### src/sv/d2p_pkg.sv
package d2p_pkg;

   localparam int unsigned CSR_INDEX_BITS = 3;
   localparam int unsigned CSR_DATA_BITS  = 24;

   localparam logic [CSR_INDEX_BITS-1:0] CSR_PRINCIPAL_X = 3'd0;
   localparam logic [CSR_INDEX_BITS-1:0] CSR_PRINCIPAL_Y = 3'd1;
   localparam logic [CSR_INDEX_BITS-1:0] CSR_INV_FOCAL_X = 3'd2;
   localparam logic [CSR_INDEX_BITS-1:0] CSR_INV_FOCAL_Y = 3'd3;
   localparam logic [CSR_INDEX_BITS-1:0] CSR_LINE_WIDTH  = 3'd4;
   localparam logic [CSR_INDEX_BITS-1:0] CSR_MIN_DEPTH   = 3'd5;

   localparam logic [15:0] RESET_PRINCIPAL_X = 16'd5112;
   localparam logic [15:0] RESET_PRINCIPAL_Y = 16'd3832;
   localparam logic [23:0] RESET_INV_FOCAL   = 24'd31957;
   localparam logic [12:0] RESET_LINE_WIDTH  = 13'd640;
   localparam logic [15:0] RESET_MIN_DEPTH   = 16'd100;

   localparam logic [15:0] INVALID_Z_MM = 16'd1000;
   localparam logic [11:0] COUNT_MAX    = 12'hFFF;
   localparam int unsigned FRAC_SHIFT   = 28;
   localparam int unsigned INV_SPLIT    = 12;

   typedef struct packed {
      logic [15:0] principal_x;
      logic [15:0] principal_y;
      logic [23:0] inv_focal_x;
      logic [23:0] inv_focal_y;
      logic [12:0] line_width;
      logic [15:0] min_depth_mm;
   } cfg_type;

   typedef struct packed {
      logic signed [17:0] dx;
      logic signed [17:0] dy;
      logic [15:0]        z_calc;
      logic               depth_valid;
      logic [7:0]         blue;
      logic [7:0]         green;
      logic [7:0]         red;
      logic [11:0]        column;
      logic [11:0]        row;
   } item_type;

endpackage

### src/sv/d2p_queue.sv
module d2p_queue #(
   parameter int DEPTH = 4
) (
   input  logic               clock,
   input  logic               reset,
   input  logic               wr_en,
   input  d2p_pkg::item_type  wr_data,
   output logic               full,
   input  logic               rd_en,
   output d2p_pkg::item_type  rd_data,
   output logic               empty
);

   localparam int AW = (DEPTH > 1) ? $clog2(DEPTH) : 1;

   d2p_pkg::item_type slot_ff [DEPTH];
   logic [AW-1:0]     wr_ptr_ff, wr_ptr_in;
   logic [AW-1:0]     rd_ptr_ff, rd_ptr_in;
   logic [AW:0]       count_ff, count_in;
   logic              do_wr, do_rd;

   assign full    = count_ff == (AW+1)'(DEPTH);
   assign empty   = count_ff == '0;
   assign do_wr   = wr_en && !full;
   assign do_rd   = rd_en && !empty;
   assign rd_data = slot_ff[rd_ptr_ff];

   always_comb begin
      wr_ptr_in = (wr_ptr_ff == AW'(DEPTH - 1)) ? '0 : wr_ptr_ff + 1'b1;
      rd_ptr_in = (rd_ptr_ff == AW'(DEPTH - 1)) ? '0 : rd_ptr_ff + 1'b1;
      count_in  = count_ff;
      if (do_wr && !do_rd) begin
         count_in = count_ff + 1'b1;
      end else if (do_rd && !do_wr) begin
         count_in = count_ff - 1'b1;
      end
   end

   always_ff @(posedge clock) begin
      if (reset) begin
         wr_ptr_ff <= '0;
         rd_ptr_ff <= '0;
         count_ff  <= '0;
      end else begin
         if (do_wr) begin
            wr_ptr_ff <= wr_ptr_in;
         end
         if (do_rd) begin
            rd_ptr_ff <= rd_ptr_in;
         end
         count_ff <= count_in;
      end
   end

   always_ff @(posedge clock) begin
      if (do_wr) begin
         slot_ff[wr_ptr_ff] <= wr_data;
      end
   end

   assert property (@(posedge clock) disable iff (reset) count_ff <= (AW+1)'(DEPTH))
      else $error("queue count beyond depth");

   assert property (@(posedge clock) disable iff (reset)
      (do_wr && !do_rd) |=> (count_ff == $past(count_ff) + 1'b1))
      else $error("queue count missed a write");

endmodule

### config.mk
export PLATFORM = sky130hd
export DESIGN_NAME = d2p_queue
export DESIGN_NICKNAME = d
export VERILOG_FILES = /design/src/sv/d2p_pkg.sv /design/src/sv/d2p_queue.sv
export SDC_FILE = /design/constraint.sdc
export NUM_CORES = 1
export LEC_CHECK = 0
export BUFFER_PORTS_ARGS = -buffer_cell sky130_fd_sc_hd__buf_2
export CORE_MARGIN = 10
export CORE_UTILIZATION = 51
export DETAILED_ROUTE_END_ITERATION = 16
export PLACE_DENSITY = 0.75
export SYNTH_ARGS = -nofsm -noshare
export SYNTH_HDL_FRONTEND = slang
export SYNTH_SLANG_ARGS = --single-unit
### constraint.sdc
create_clock -name clock -period 4.38 [get_ports clock]
set_input_delay 1.314 -clock clock [delete_from_list [all_inputs] [get_ports clock]]
set_output_delay 1.314 -clock clock [all_outputs]
set_load 0.01 [all_outputs]
After elaboration in Yosys (flattened, before gate mapping) --
Memories as Yosys holds them, arrays and structs flattened. A register that Yosys moved wholly into a read port is not among the register bits. Index checks and enable logic that the tools add are counted.
Storage, ports and cells: memory bits (writable) 404, register bits 7, memories kept 1, word-level logic and storage cells 29, input port bits 105, output and inout bits 103
Operators by class: add/sub/neg operators 4, eq/ne operators 3, reductions and logical operators 10, multiplexer cells 8
Memory list:
- slot_ff | depth 4, width 101, read ports 1, clocked after Yosys merged registers in 1, write ports 1, RTL line d2p_queue.sv:16 | d2p_pkg::item_type slot_ff [DEPTH];
Operators by type and width (count):
- 2-to-1 mux 2 bit | 4
- 2-to-1 mux 3 bit | 2
- adder 2 x 1 -> 2 bit, second input constant | 2
- == test 2 bit, second input constant | 2
- logical AND 1 bit | 4
- zero test 1 bit | 4
- adder 3 x 1 -> 3 bit, second input constant | 1
- == test 3 bit, second input constant | 1
- zero test 3 bit | 1
- subtractor 3 x 1 -> 3 bit, second input constant | 1
- 2-to-1 mux 1 bit | 2
- nonzero test 2 bit | 1

Depth between registers and ports, before layout --
depth after elaboration 7, mapped depth 10, depth with buffers taken out 9

Least setup slack after synthesis --
OpenSTA, ideal clock, no wires.
path kind input to register, start input port wr_en, end memory slot_ff[3][0] (netlist bit) (enable), slack 0.206 ns, data arrival time 3.702 ns, data required time 3.908 ns, library setup time 0.472 ns, path buffers 0, stages 1, cell sequence and3_1
On the way: cells in the longest elaborated chain, start to end 3
RTL lines:
- from (decl) | RTL line d2p_queue.sv:6 | input logic wr_en,
- logical AND 1 bit | RTL line d2p_queue.sv:24 | assign do_wr = wr_en && !full;
- 2-to-1 mux 1 bit | RTL line d2p_queue.sv:56 | if (do_wr) begin
- 2-to-1 mux 1 bit (implied by the code) | RTL line d2p_queue.sv:57 | slot_ff[wr_ptr_ff] <= wr_data;
- to (decl) | RTL line d2p_queue.sv:16
Every way passes these cells.

==> out/results.ini <==
[logic_synthesis]
synth_xor_area_frac = 0.00116
ys_types = 26
synth_area_per_cell_um2 = 26.1
yosysWarnings = 0
synth-compound-area-share = 0.00332
synth_fa_ha_area_frac = 0.00631
syn_inst = 577
yosys.area_share.simple = 0.00581
synth_fp_nets = 689
synth_mux_area_frac = 0.152
netlist_area_mm2 = 0.0151
synth_top_family_by_area = multiplexers
yosys-top-cells-area = edfxtp_1 (80%), mux4_2 (15%), dfxtp_1 (1.2%), buf_6 (0.75%), ha_1 (0.50%)
synth_top_area_frac = 0.805
synth_area_leader_cell = edfxtp_1
yosysSeqAreaShare = 0.817
synth_seq_cells = 413

[clock_network]
cts_inserted_buffers = 42
cts_tree = yes
cts_max_path_buffers = 3
cts_sinks = 413
cts_setup_buffers = 0
ctsResizeCount = 0
clock-root-buffer = clkbuf_16
hold_buffers = 0
cts.clk_slew.worst_paths_ns = 0.06
clock_latency_ns = 0.52
htree_levels = 2

[setup_path]
endpoint_kind = output port
cp_slowest_cell = mux4_2
timing.critical_path.buf_inv = 2
r2r_cells = 9
reg2reg_slack_ns = 2.07
crit_fanout = 53
start_kind = flop
max_stage_delay_ns = 0.60
reg2reg_from = count_ff[0]$_SDFFE_PP0P_
arrival_ns = 2.28
path_cells = buf_12 -> mux4_2 -> buf_2
cp.required_ns = 3.07
crit_type = reg2out
timing.rr.end = count_ff[2]$_SDFFE_PP0P_
path_delay_family = multiplexers

[drt]
drc = 0
drt_iter0_drc = 448
drtPass1Iterations = 5
viasPerCell = 5.46
vias = 6761
wl_per_cell_um = 23.5
routed_wirelength_um = 29200
ant_nets = 0

[cells_and_area]
nets = 932
syn_to_final_growth_pct = 19.2
drive_gt1_frac = 0.461
layout_common_cells = edfxtp_1 (404), buf_2 (207), mux4_2 (101)
final_common_cell = edfxtp_1
layoutNonFillerInstCount = 1239
final_util = 0.621
final_cell_area_mm2 = 0.0180

[sta]
relSlewSlack = 0.507
maxSlewViolCount = 0
fmax_mhz = 278
tns_ns = 0
rsz0062_at_grt = no
finalSetupViolCount = 0
holdWs_ns = 0.489
period_share = 0.822
hold_viol_final = 0
fin_crit_ns = 3.60
skew_ns = 0.00909
worst_pin_slew_ns = 0.740

[place]
portBuffers = 207
place_inst = 1160
place_congestion = 0.684
hpwlAfterDp_um = 18300
dpl_cell_area_mm2 = 0.0166

[grt]
antenna_found_initial = 4
grt_usage = 0.157
first_global_vias = 7252
gr-total-overflow = 0
grt_pass1_wl_um = 43800
grt_max_degree = 65

[pwr]
leakagePower_nw = 6.02
p_per_area_mw_per_mm2 = 577
ir_drop_mv = 0.360

[die]
dieWidth_um = 192
num_rows = 62
design.core.area_mm2 = 0.0289
dieArea_mm2 = 0.0368
io_pins = 208
die_h_um = 192
initial_utilization = 0.521

[run]
cap_violations = 0

[min_path]
hold_path_depth = 2
min_path_type = reg2reg
hold_start = rd_ptr_ff[0]$_SDFFE_PP0P_

[run_status]
status = completed

-- Yosys cell counts --
master    instances
bufinv_8          1
mux4_2          101
edfxtp_1        404
nor3_1            2
mux2i_1           2
nand3_1           2
buf_4             1
and3_1            4
xor2_1            2
clkbuf_1          3
nor2_2            1
ha_1              6
clkinv_4          1
fa_1              1
o21ai_1           1
or3b_1            1
o21ai_0           1
nor2_1            3
o31ai_2           2
buf_2            10
dfxtp_1           9
buf_6            10
or3_1             2
nand2_1           1
inv_1             3
a21oi_1           3
-- registers in the layout (all words and copies together) (netlist names), named ones only --
register and count:
slot_ff 404, count_ff 3, rd_ptr_ff 2, wr_ptr_ff 2
-- worst min-delay path, cell delays in order, from the launching register on --
cell and delay (ns):
dfxtp_1 0.32, nand2_1 0.05, a21oi_1 0.07
-- per-layer routing --
layer / GRT usage / vias up / share of wire
met4: 0.0469 / 2 / 0.017
li1: - / 2989 / -
met1: 0.205 / 3520 / 0.40
met5: 0 / - / 0.00045
met3: 0.0464 / 40 / 0.082
met2: 0.251 / 210 / 0.50
-- layout make-up --
cell class | instances | area, µm²
clock buffer | 53 | 1130
multi-input combinational | 135 | 2560
inverter | 5 | 37.5
clock inverter | 23 | 190
tap | 384 | 480
fill | 1974 | 11000
antenna | 3 | 7.51
sequential | 413 | 12300
timing repair buffer | 223 | 1230
-- per-stage QoR --
stage / power (mW) / worst slack, ns
finish: 10.4 / 0.782
global route: 10.8 / 0.599
CTS: 10.5 / 0.670
detailed placement: 7.14 / 1.23
global placement: 7.10 / 1.25
floorplan: 6.34 / 0.206
-- cells by family after synthesis --
family / after synthesis
simple gates: 16
mux: 103
flops: 413
compound gates: 7
buf+inv: 29
xor+xnor: 2
fa+ha+maj: 7
-- power breakdown --
group,switching [mW],internal [mW]
logic,1.09,0.983
clock network,1.37,2.01
registers,0.133,4.78
total,2.59,7.77
-- worst max-delay path by stage --
stage,from,to,cells after the start
after floorplan,wr_en,slot_ff[3][0]$_DFFE_PP_,1
after global placement,flop,rd_data[23],3
after detailed placement,flop,rd_data[86],3
after CTS,flop,rd_data[86],3
after global routing,flop,rd_data[47],3
final,flop,rd_data[97],3
Note: power is estimated with default switching activity, not from simulation.
