<file path="config.mk">
export PLATFORM = sky130hd
export DESIGN_NAME = d2p_front
export DESIGN_NICKNAME = d
export VERILOG_FILES = /design/src/sv/d2p_pkg.sv /design/src/sv/d2p_front.sv
export SDC_FILE = /design/constraint.sdc
export NUM_CORES = 1
export LEC_CHECK = 0
export ABC_AREA = 1
export BUFFER_PORTS_ARGS = -buffer_cell sky130_fd_sc_hd__buf_2
export CORE_ASPECT_RATIO = 0.6
export CORE_MARGIN = 2
export CORE_UTILIZATION = 45
export CTS_CLUSTER_DIAMETER = 40
export DETAILED_ROUTE_END_ITERATION = 6
export PLACE_DENSITY = 0.84
export SYNTH_ARGS = -nofsm -noshare
export SYNTH_HDL_FRONTEND = slang
export SYNTH_SLANG_ARGS = --single-unit
</file>
<file path="constraint.sdc">
create_clock -name clock -period 3.4 [get_ports clock]
set_input_delay 0.17 -clock clock [delete_from_list [all_inputs] [get_ports clock]]
set_output_delay 0.17 -clock clock [all_outputs]
set_load 0.03 [all_outputs]
</file>
<file path="src/sv/d2p_pkg.sv">
package d2p_pkg;

   localparam int unsigned CSR_INDEX_BITS = 3;
   localparam int unsigned CSR_DATA_BITS  = 24;

   localparam logic [CSR_INDEX_BITS-1:0] CSR_PRINCIPAL_X = 3'd0;
   localparam logic [CSR_INDEX_BITS-1:0] CSR_PRINCIPAL_Y = 3'd1;
   localparam logic [CSR_INDEX_BITS-1:0] CSR_INV_FOCAL_X = 3'd2;
   localparam logic [CSR_INDEX_BITS-1:0] CSR_INV_FOCAL_Y = 3'd3;
   localparam logic [CSR_INDEX_BITS-1:0] CSR_LINE_WIDTH  = 3'd4;
   localparam logic [CSR_INDEX_BITS-1:0] CSR_MIN_DEPTH   = 3'd5;

   localparam logic [15:0] RESET_PRINCIPAL_X = 16'd5112;
   localparam logic [15:0] RESET_PRINCIPAL_Y = 16'd3832;
   localparam logic [23:0] RESET_INV_FOCAL   = 24'd31957;
   localparam logic [12:0] RESET_LINE_WIDTH  = 13'd640;
   localparam logic [15:0] RESET_MIN_DEPTH   = 16'd100;

   localparam logic [15:0] INVALID_Z_MM = 16'd1000;
   localparam logic [11:0] COUNT_MAX    = 12'hFFF;
   localparam int unsigned FRAC_SHIFT   = 28;
   localparam int unsigned INV_SPLIT    = 12;

   typedef struct packed {
      logic [15:0] principal_x;
      logic [15:0] principal_y;
      logic [23:0] inv_focal_x;
      logic [23:0] inv_focal_y;
      logic [12:0] line_width;
      logic [15:0] min_depth_mm;
   } cfg_type;

   typedef struct packed {
      logic signed [17:0] dx;
      logic signed [17:0] dy;
      logic [15:0]        z_calc;
      logic               depth_valid;
      logic [7:0]         blue;
      logic [7:0]         green;
      logic [7:0]         red;
      logic [11:0]        column;
      logic [11:0]        row;
   } item_type;

endpackage

</file>
<file path="src/sv/d2p_front.sv">
module d2p_front #(
   parameter int MAX_WIDTH = 4096
) (
   input  logic               clock,
   input  logic               reset,
   input  d2p_pkg::cfg_type   cfg,
   input  logic               accept,
   input  logic               frame_start,
   input  logic [15:0]        depth_mm,
   input  logic [7:0]         blue,
   input  logic [7:0]         green,
   input  logic [7:0]         red,
   output d2p_pkg::item_type  item
);

   logic [11:0] column_ff, column_in;
   logic [11:0] row_ff, row_in;
   logic [11:0] col_cur, row_cur;
   logic [12:0] width_eff;
   logic        wrap;
   logic        valid;

   assign col_cur = frame_start ? 12'd0 : column_ff;
   assign row_cur = frame_start ? 12'd0 : row_ff;

   always_comb begin
      if (cfg.line_width == 13'd0) begin
         width_eff = 13'd1;
      end else if (cfg.line_width > 13'(MAX_WIDTH)) begin
         width_eff = 13'(MAX_WIDTH);
      end else begin
         width_eff = cfg.line_width;
      end
   end

   assign wrap = ({1'b0, col_cur} + 13'd1) >= width_eff;

   always_comb begin
      if (wrap) begin
         column_in = 12'd0;
         row_in    = (row_cur == d2p_pkg::COUNT_MAX) ? row_cur : row_cur + 12'd1;
      end else begin
         column_in = col_cur + 12'd1;
         row_in    = row_cur;
      end
   end

   always_ff @(posedge clock) begin
      if (reset) begin
         column_ff <= 12'd0;
         row_ff    <= 12'd0;
      end else if (accept) begin
         column_ff <= column_in;
         row_ff    <= row_in;
      end
   end

   assign valid = depth_mm > cfg.min_depth_mm;

   always_comb begin
      item.dx          = $signed({2'b00, col_cur, 4'b0000}) - $signed({2'b00, cfg.principal_x});
      item.dy          = $signed({2'b00, row_cur, 4'b0000}) - $signed({2'b00, cfg.principal_y});
      item.z_calc      = valid ? depth_mm : d2p_pkg::INVALID_Z_MM;
      item.depth_valid = valid;
      item.blue        = blue;
      item.green       = green;
      item.red         = red;
      item.column      = col_cur;
      item.row         = row_cur;
   end

endmodule

</file>
# Word level (Yosys, flattened, before mapping)

Index checks and enable logic that the tools add are counted.
Widths: inputs -> output; s select.

Register bits: 24
Latch bits: 0
Bits in writable memories: 0
Memory bits (read-only): 0
Bits of input ports: 153
Output and inout bits: 101
Logic and storage cells: 20
Memories kept: 0

$add $sub $neg: 5
$mul: 0
Div/mod/pow operators: 0
Order comparisons: 3
Eq/ne operators: 1
Shifts and indexed selects: 0
Mux-type cells: 8
Bitwise operators: 0
Reduce and logical (&&, ||, !) cells: 1

Operators with widths:

| kind                  | number |
|---|---|
| $mux 12               | 5 |
| $sub 16x16->17        | 2 |
| $mux 13               | 2 |
| $add 12x1->12 const B | 2 |
| $gt 16x16->1          | 1 |
| $mux 16               | 1 |
| $add 12x1->13 const B | 1 |
| $ge 13x13->1          | 1 |
| $gt 13x13->1 const B  | 1 |
| $logic_not 13->1      | 1 |
| $eq 12x12->1 const B  | 1 |

# Depth between registers and ports, before layout

Word-level depth: 5
Mapped depth: 23

# Least setup slack after synthesis

OpenSTA, ideal clock, no wires.

Kind: input to register
From: input port frame_start
To: register row_ff[1]
Arrival time: 3.343 ns
Data required time: 3.330 ns
Path slack: -0.014 ns
Stages on the path: 23
Path through: buf_6 > clkbuf_1 > nor2_1 > ha_1 > nand2_1 > nor2_2 > nand3_1 > nor2_1 > nand3_1 > nor4_1 > ha_1 > nand2_1 > inv_1 > nand2_1 > nand2_1 > inv_1 > o21ai_0 > nor2_1 > clkbuf_1 > nand3_1 > nand2_1 > nand2_1 > a21oi_1

RTL lines:

| item                   | RTL line        | source |
|---|---|---|
| start: declaration     | d2p_front.sv:8  | `input logic frame_start,` |
| end signal: assignment | d2p_front.sv:54 | `row_ff <= row_in;` |
| end: declaration       | d2p_front.sv:17 | `logic [11:0] row_ff, row_in;` |

# Final worst setup path

From: register column_ff[0]
To: register row_ff[9]

Longest elaborated chain between the ends: 4

Ends and longest elaborated chain:

| item                     | RTL line        | source |
|---|---|---|
| start: declaration       | d2p_front.sv:16 | `logic [11:0] column_ff, column_in;` |
| start signal: assignment | d2p_front.sv:53 | `column_ff <= column_in;` |
| $mux 12                  | d2p_front.sv:23 | `assign col_cur = frame_start ? 12'd0 : column_ff;` |
| $add 12x1->13            | d2p_front.sv:36 | `assign wrap = ({1'b0, col_cur} + 13'd1) >= width_eff;` |
| $ge 13x13->1             | d2p_front.sv:36 |  |
| $mux 12                  | d2p_front.sv:39 | `if (wrap) begin` |

No other way between the ends.
A chain may end at the register's enable or synchronous reset.

==> key figures <==
Floorplanning
  • # rows: 27
  • Die Width: 132 um
  • Full die area: 10,700 sq um
  • IO Pins: 254
  • Core area: a little over 9000 sq um
  • Initial Util: 0.473
  • Die H: approximately 80 um

Global routing
  • Largest net degree at the start of global routing: 25
  • M2 GR Usage: 0.351
  • Global route overflow: 0
  • Busiest layer in global routing: met2
  • Initial antenna violation count: 0
  • Number of global-route vias before repair: 4,234
  • GRT Total Usage: 0.221
  • Global-route wire length before repair: roughly 20 mm
  • Met1 global-route usage: 0.327
  • Grt met3 use: 0.0381

Detailed routing
  • Routed WL: around 12 mm
  • Routed wire per std cell: around 12 um
  • Vias: roughly 5,000
  • Via-per-instance ratio: 4.99
  • ANT nets after route: 0
  • Residual DRC: 0
  • Drt initial violations: roughly 460
  • Drt first pass iters: 5

Power and ir drop
  • Combinational share of power: 0.427
  • Static leakage: 3.13 nW
  • Int Power: 574 uW
  • Power share of the sequential group: 0.303
  • Sw Share: 0.389
  • Power Density: between 150 and 200 nW/um^2
  • Tot Pwr: 939 uW
  • Clock Power Share: 0.270
  • VDD IR max: 201 uV
  • Switching power: roughly 360 uW

Cells and area
  • Area Overhead vs Synth: 18.3%
  • Post-layout util: 0.560
  • Nets@finish: 1,086
  • Share of cells above drive strength 1: 0.232
  • # diodes: 0

Logic synthesis
  • #FFs+latches synth: 24
  • Synth warn: 0
  • Syn Inst Count: roughly 750
  • Ys async rst share: 0
  • Synthesized area per cell: around 6 sq um
  • Synth cell count leaders: nand2_1 (204), inv_1 (134), nand3_1 (59)
  • Top-area cell type share of the netlist area: 0.173
  • Post-synth EDFFs: 0
  • Synth area leader: nand2_1
  • Synthesized cell area: about 4400 sq um
  • Synth cell types: 40
  • Sequential-to-total area share from yosys stat: 0.109
  • Syn_nets: 957
  • Ys flop type: dfxtp_1
  • Synth area leaders: nand2_1 (17%), ha_1 (16%), inv_1 (11%)
  • Top-count cell post-synth: nand2_1

Timing
  • Slew Limit Fails: 0
  • Peak Freq: 0.328 GHz
  • RSZ-0062 raised after global routing: no
  • Hold Fails Final Rpt: 0
  • Worst rel slew slack: 0.659
  • Clk_skew: around 0.0023 ns
  • Setup TNS: 0 ns
  • Final Cycle Share: 0.897
  • Worst-Margin Slew: 0.511 ns
  • Setup-failing EPs final: 0
  • Minimum clock period after layout: 3.05 ns

Setup path
  • Critical path's top delay family: simple AND/OR/NAND/NOR gates
  • Setup CP Type: reg -> reg
  • Crit-path max cell delay: between 0.3 and 0.4 ns
  • Crit path max-delay cell type: dfxtp_1
  • Worst path most repeated cell: nand2_1
  • CP endpoint kind: flop
  • Startpoint Class: flop
  • Crit-path cells: inv_1 -> nor2_2 -> ha_2 -> nand2_1 -> nor2_2 -> nand3_1 -> nor2_2 -> nand3_1 -> nor4_2 -> buf_4 -> ha_1 -> nand2_1 -> inv_1 -> nand2_1 -> nand2_1 -> inv_1 -> o21ai_0 -> nor2_1 -> buf_6 -> nand3_1 -> nand2_1 -> nand2_1 -> a21oi_1
  • Worst Path Arrival: between 3 and 4 ns
  • Worst-path fanout max: 11
  • Critical Path RT: approximately 3.6 ns
  • CP Buf/Inv Count: 5

Placed design
  • Routability cong.: 0.914
  • IO Port Bufs: around 160
  • Hpwl dp: just under 10 mm

Clock tree
  • Hold buffers post-CTS: 0
  • Post-CTS setup buffers: 0
  • # clock sinks: 24
  • CTS buffer count: 3
  • CTS-repair resized insts: 0
  • Worst-case clock buffer depth: 2
  • CTS root buffer: clkbuf_16
  • Clock-pin slew on the worst setup and hold paths: 0.06 ns
  • CTS tree: done
  • Clock Latency Late Sink: 0.25 ns
  • H-tree lvl count: 1

Worst hold path
  • Worst Hold Class: in -> reg

Flow run
  • Number of max-cap violations: 0

Status
  • Status: complete, no violations
-- path summary, 6_finish.rpt --
check | start | endpoint | slack, ns | depth (start not counted)
max | column_ff[0]$_SDFFE_PP0P_ | row_ff[9]$_SDFFE_PP0P_ | 0.35 | 23
min | accept | row_ff[10]$_SDFFE_PP0P_ | 0.31 | 3
max reg2reg | column_ff[0]$_SDFFE_PP0P_ | row_ff[9]$_SDFFE_PP0P_ | 0.35 | 23
min reg2reg | column_ff[10]$_SDFFE_PP0P_ | column_ff[10]$_SDFFE_PP0P_ | 0.47 | 2
-- worst reg2reg max path, cell delays in order (launching register included) --
cell and delay, ns:
dfxtp_1 0.33, inv_1 0.10, nor2_2 0.13, ha_2 0.21, nand2_1 0.07, nor2_2 0.12, nand3_1 0.14, nor2_2 0.13
nand3_1 0.14, nor4_2 0.18, buf_4 0.17, ha_1 0.24, nand2_1 0.11, inv_1 0.05, nand2_1 0.06, nand2_1 0.07
inv_1 0.05, o21ai_0 0.07, nor2_1 0.12, buf_6 0.17, nand3_1 0.08, nand2_1 0.07, nand2_1 0.04, a21oi_1 0.15
-- stage by stage --
stage               hold slack (ns)  worst slack (ns)  instances  area [sq um]
floorplan                     0.239            0.0113        747          4430
global placement              0.340             0.240       1001          5140
detailed placement            0.340             0.199       1001          5140
CTS                           0.304             0.167       1004          5220
global route                  0.339            0.0274       1004          5240
finish                        0.310             0.349       1004          5240
-- power groups by stage --
stage               combinational [mW]  sequential, mW  clock [mW]
floorplan                        0.326           0.290           0
global placement                 0.393           0.290           0
detailed placement               0.399           0.290           0
CTS                              0.400           0.284       0.260
global route                     0.445           0.284       0.272
finish                           0.401           0.284       0.253
-- layout by cell type (no fill, tap or decap), types with 5 or more instances in the layout --
master,synthesis,layout
dfxtp_1,24,23
xor2_1,22,22
a21oi_1,50,50
nor2_1,57,53
nand4_1,9,9
o21ai_0,16,16
nor2_2,7,11
buf_2,2,157
inv_1,134,134
nor3_1,10,10
ha_1,57,56
nand3_1,59,59
nand2_1,204,204
buf_4,30,10
xnor2_1,8,8
o21ai_1,5,5
-- state kept, by name (all words and copies together) (netlist names) --
register,cells
column_ff,12
row_ff,12
-- cells by family (layout without fill, tap and decap cells) --
| kind of cell | Yosys count | count (layout) | synth area share |
|---|---|---|---|
| and+or+nand+nor | 363 | 363 | 0.362 |
| DFF | 24 | 24 | 0.109 |
| adders and majority gates | 57 | 57 | 0.161 |
| AOI/OAI and AO/OA | 89 | 89 | 0.111 |
| buffers and inverters | 182 | 309 | 0.190 |
| xor gates and xnor gates | 32 | 32 | 0.0667 |
-- routing by layer --
layer / wire length [um] / vias up / share of wire
met1: 5960 / 2181 / 0.49
met4: 36 / 0 / 0.0030
met2: 4940 / 226 / 0.41
li1: - / 2593 / -
met3: 1180 / 8 / 0.098
met5: 0 / - / 0
-- layout make-up --
cell class | instances | area (sq um)
Clock buffer | 3 | 75.1
Inverter | 138 | 523
Timing Repair Buffer | 168 | 872
Tap cell | 130 | 163
Sequential cell | 24 | 482
Multi-Input combinational cell | 541 | 3120
Fill cell | 912 | 4120
(Power assumes the default switching activity.)
